**config.mk**
```make
export PLATFORM = sky130hd
export DESIGN_NAME = cvmf_div
export DESIGN_NICKNAME = d
export VERILOG_FILES = /design/src/cvmf_div.sv
export SDC_FILE = /design/constraint.sdc
export NUM_CORES = 2
export LEC_CHECK = 0
export BUFFER_PORTS_ARGS = -buffer_cell sky130_fd_sc_hd__buf_4
export CAP_MARGIN = 20
export CORE_UTILIZATION = 63
export DETAILED_ROUTE_END_ITERATION = 16
export PLACE_DENSITY = 0.85
export SLEW_MARGIN = 10
export SYNTH_ARGS = -nofsm -noshare
export SYNTH_HDL_FRONTEND = slang
export SYNTH_SLANG_ARGS = --single-unit
```
**constraint.sdc**
```tcl
create_clock -name clk -period 4.1 [get_ports clk]
set_input_delay 0 -clock clk [delete_from_list [all_inputs] [get_ports clk]]
set_output_delay 0 -clock clk [all_outputs]
set_load 0.01 [all_outputs]
```
**src/cvmf_div.sv**
```systemverilog
// Pipelined restoring divider, one quotient bit per stage.
`default_nettype none
module cvmf_div #(
  parameter int NW = 48,
  parameter int DW = 17
) (
  input  logic          clk,
  input  logic          en,
  input  logic [NW-1:0] n,
  input  logic [DW-1:0] d,
  output logic [NW-1:0] q
);

  logic [NW-1:0] n_r [0:NW];
  logic [DW-1:0] d_r [0:NW];
  logic [DW-1:0] r_r [0:NW];

  always_ff @(posedge clk) begin
    if (en) begin
      n_r[0] <= n;
      d_r[0] <= d;
      r_r[0] <= '0;
    end
  end

  // dividend bits shift out at the top, quotient bits in at the bottom
  for (genvar k = 0; k < NW; k++) begin : g_step
    logic [DW:0] t;
    logic [DW:0] diff;
    logic        ge;
    assign t    = {r_r[k], n_r[k][NW-1]};
    assign ge   = t >= {1'b0, d_r[k]};
    assign diff = t - {1'b0, d_r[k]};
    always_ff @(posedge clk) begin
      if (en) begin
        r_r[k+1] <= ge ? diff[DW-1:0] : t[DW-1:0];
        n_r[k+1] <= {n_r[k][NW-2:0], ge};
        d_r[k+1] <= d_r[k];
      end
    end
  end

  assign q = n_r[NW];

endmodule
`default_nettype wire

```
* Word level (Yosys, flattened, before mapping)
Memories as Yosys holds them, arrays and structs flattened.
Cells that the tools add are included.
** Word-level totals
- Register bits :: 0
- Bits in writable memories :: 4018
- Output and inout bits :: 48
- Logic and storage cells :: 149
- Memories :: 3
** Memories
- n_r :: words 49, bits a word 48, rd ports 49, clocked after memory_dff 0, write ports 49, line 14 : logic [NW-1:0] n_r [0:NW];
- d_r :: words 49, bits a word 17, rd ports 48, clocked after memory_dff 0, write ports 49, line 15 : logic [DW-1:0] d_r [0:NW];
- r_r :: words 49, bits a word 17, rd ports 48, clocked after memory_dff 0, write ports 49, line 16 : logic [DW-1:0] r_r [0:NW];
** Cells by class
- $add $sub $neg :: 48
- Order comparisons :: 48
- Mux-type cells :: 50
** Operators with widths (number)
- $ge 18x17->1 :: 48
- $mux 17 :: 48
- $sub 17x17->17 :: 48
- $mux 1 :: 2

* Logic depth before layout (Yosys ltp)
- Word-level depth :: 2
- Mapped depth :: 14
- Gate-level depth less buffers :: 12

* Least setup slack after synthesis
OpenSTA, ideal clock, no wires.
- Path kind :: reg2reg
- Start :: memory n_r[12][47], in the netlist n_r[0][623]
- End :: memory r_r[13][8], in the netlist r_r[0][229] (data pin)
- Setup time :: 260 ps
- Arrival :: 2896 ps
- Setup slack :: 944 ps
- Stages on the path, launching flop included :: 13
- Buffers on the path :: 1
- Period minus slack after synthesis :: 3156 ps
- Path through :: edfxtp_1 inv_1 ha_1 inv_1 fa_1 a21o_1 a21oi_2 o21ai_1 a21oi_1 a21oi_1 a2111oi_4 buf_6 mux2_2
** RTL lines (line)
- start, declared :: 14
- end, declared :: 16

==> results.py <==
metrics = {
    "timing": {
        "fin_setup_tns_ps": 0,
        "worstMarginPinSlew_ps": 1115,
        "max_clock_freq_mhz": 277.9,
        "period_minus_slack_ps": 3599,
        "report.final.hold_viol_count": 0,
        "rsz0062_at_grt": "false",
        "report.final.slew_viol_count": 0,
        "max_slew_margin_pct": 25.68,
        "final-setup-viol-count": 0,
        "fin_crit_sh_pct": 87.77,
        "skew_ps": 40.46,
    },
    "pwr": {
        "p_leak_uw": 0.07149,
        "powerDensity_nw_per_um2": 734.4,
        "peakVddDrop_uv": 537.9,
        "total_power_uw": 138600,
    },
    "setup_path": {
        "startpoint_type": "register",
        "cp_max_fo": 18,
        "cp.required_ps": 4780,
        "r2r_cells": 11,
        "critPathArrivalTime_ps": 4280,
        "crit_path_end_kind": "register",
        "path_class": "reg2reg",
    },
    "yosys": {
        "synthTopCellsByArea": "edfxtp_1 71%, ha_1 6.0%, mux2_2 2.5%",
        "ys_types": 105,
        "synth_top_area_cell": "edfxtp_1",
        "synth.area.mux_share_pct": 2.882,
        "syn-num-nets": 12090,
        "synth_xor_area_share_pct": 2.911,
        "synth_compound_area_share_pct": 8.792,
        "synth_cells": 11180,
        "synth_ff_type": "edfxtp_1",
        "async_flop_share_pct": 0,
        "avgSynthCellArea_sq_um": 15.04,
        "synth_top_family_by_area": "compound AO/OA/AOI/OAI gates",
        "synth_edf_count": 3967,
        "yosys_warnings": 0,
        "synth_top_area_share_pct": 70.83,
        "ys_seq_elements": 3967,
        "synth-simple-area-share_pct": 5.390,
        "ys_seq_area_share_pct": 70.83,
        "synthAdderAreaFrac_pct": 6.506,
        "syn_area_sq_um": 168200,
    },
    "min_path": {
        "hold_path.class": "in2reg",
        "whs_path_depth": 3,
    },
    "global_routing": {
        "grt_pass1_wl_mm": 515.6,
        "antenna_found_initial": 5,
        "grt_usage_pct": 24.25,
        "grt_pass1_vias": 93480,
        "grt_max_degree": 173,
        "grt_overflow": 0,
    },
    "route": {
        "drc": 8,
        "drtPass1Iterations": 12,
        "dr.first_iter.drc_count": 7447,
        "vias": 91960,
        "routed-wl-met3_mm": 15.42,
        "wl_mm": 327.9,
        "top_layer": "met5",
        "ant_nets": 0,
        "routed_via_density": 5.862,
        "wl_met2_mm": 166.3,
        "wl_met1_mm": 135.3,
        "wl_per_cell_microns": 20.90,
    },
    "floorplanning": {
        "die_h_microns": 518.7,
        "dieArea_sq_um": 269000,
        "initial_utilization_pct": 63.39,
        "die_w_microns": 518.7,
        "rows": 189,
        "core_sq_um": 265300,
        "ios": 115,
    },
    "job": {
        "drv_cap": 0,
    },
    "cts": {
        "root_buffer": "clkbuf_16",
        "worstSkewPairLatency_ps": 950,
        "cts_tree": "built",
        "clk_pin_slew_ps": 60,
        "clockBufferDepth": 4,
        "cts_buffers": 389,
        "clock-sinks": 3967,
        "post_cts_buffers": 0,
        "cts_max_level": 5,
    },
    "final_layout": {
        "area_growth_syn_to_layout_pct": 12.21,
        "fin_cells": 15690,
        "finalNetCount": 12740,
        "final_design_area_no_fill_sq_um": 188700,
        "drive_above_1_share_pct": 10.87,
        "fin_util_pct": 71.13,
    },
    "status": {
        "violations": "DRC",
        "status": "finished with violations",
    },
    "place": {
        "placed_cell_area_sq_um": 174400,
        "io_buffers": 114,
        "dpl.hpwl_mm": 213.5,
        "gp_routability_congestion": 0.9111,
        "dpl.cell_count": 14830,
    },
}
[through the flow]
step           hold WS, ps  worst slack, ps
6_report             310.6            501.3
5_1_grt              276.7            304.9
4_1_cts              240.3            571.2
3_5_place_dp         179.3            587.5
3_3_place_gp         177.9            507.0
2_1_floorplan        98.87            944.0
[final timing paths]
check	from	endpoint	slack, ps
max	n_r[1][527]	r_r[1][201]	500
min	n[5]	n_r[0][5]	310
max reg2reg	n_r[1][527]	r_r[1][201]	500
min reg2reg	n_r[2][217]	n_r[2][266]	400
[Yosys cell counts, types with 60 or more instances]
cell type and n:
nand2b_1 79, nor3_1 125, mux2_2 369, a21o_1 250, inv_1 1028, ha_1 801, o21ai_0 570, nand4_1 98
o31ai_1 77, nand3_1 92, a21oi_1 616, edfxtp_1 3967, xor2_1 240, clkbuf_1 103, a31oi_1 60, and3_1 73
xnor2_1 319, nor2b_1 116, nor2_1 500, nand2_1 579, o21a_1 130, a211oi_1 121, o21bai_1 96
[repair_timing]
action / CTS / global route
hold buffers: 131 / 0
hold endpoints to repair: 308 / 0
endpoints found under the setup margin: 0 / 0
gates resized for setup: 0 / 0
[cell usage in the layout (no fill, tap or decap), types with 80 or more instances in the layout]
cell type	count
clkinv_2	80
nor2b_1	116
clkinv_1	80
nor2_1	500
inv_1	1028
a211oi_1	121
edfxtp_1	3967
nor3_1	125
xnor2_1	319
a21oi_1	615
buf_4	226
o21bai_1	96
nand3_1	92
ha_1	801
o21ai_0	570
nand4_1	98
dlygate4sd3_1	131
a21o_1	250
mux2_2	369
nand2_1	579
clkbuf_16	391
xor2_1	240
o21a_1	130
[layer usage]
layer,vias up,track usage [%]
met5,-,0
met2,2583,42.43
li1,43440,-
met3,713,3.130
met4,4,7.861
met1,45230,31.54
[state kept, by name, indices dropped and copies added, names as in the netlist]
| name | cells |
|---|---|
| n_r | 2352 |
| d_r | 816 |
| r_r | 799 |
[cell families (layout without fill, tap and decap cells)]
| logic type | Yosys count | count (layout) |
|---|---|---|
| fa+ha+maj | 847 | 847 |
| xor+xnor | 559 | 559 |
| other cells | 0 | 2 |
| buf+inv | 1175 | 2149 |
| compound gates | 2304 | 2304 |
| mux | 434 | 434 |
| flops | 3967 | 3967 |
| simple gates | 1894 | 1894 |
[layout make-up]
cell class / count / area (sq um)
well taps: 3533 / 4420
diodes: 2 / 5.005
inverters: 1035 / 3885
multi-input cells: 6038 / 44600
clock inverters: 273 / 2959
repair buffers: 393 / 3734
fillers: 16680 / 76600
flip-flops and latches: 3967 / 119100
clock buffers: 448 / 9998
[report_power, final]
| part | switching, uW | internal (uW) |
|---|---|---|
| combinational | 24700 | 19700 |
| clock | 15500 | 20600 |
| sequential | 4020 | 54100 |
| total | 44200 | 94400 |
[critical path, stage by stage (launching register included)]
cell and delay (ps):
edfxtp_1 390, inv_1 120, ha_1 210, inv_1 80, fa_1 440, a211oi_1 280
o21bai_1 170, a21oi_1 260, o31ai_1 160, o2111ai_1 230, nand2_1 510, mux2_2 480
Note: power is estimated with default switching activity, not from simulation.
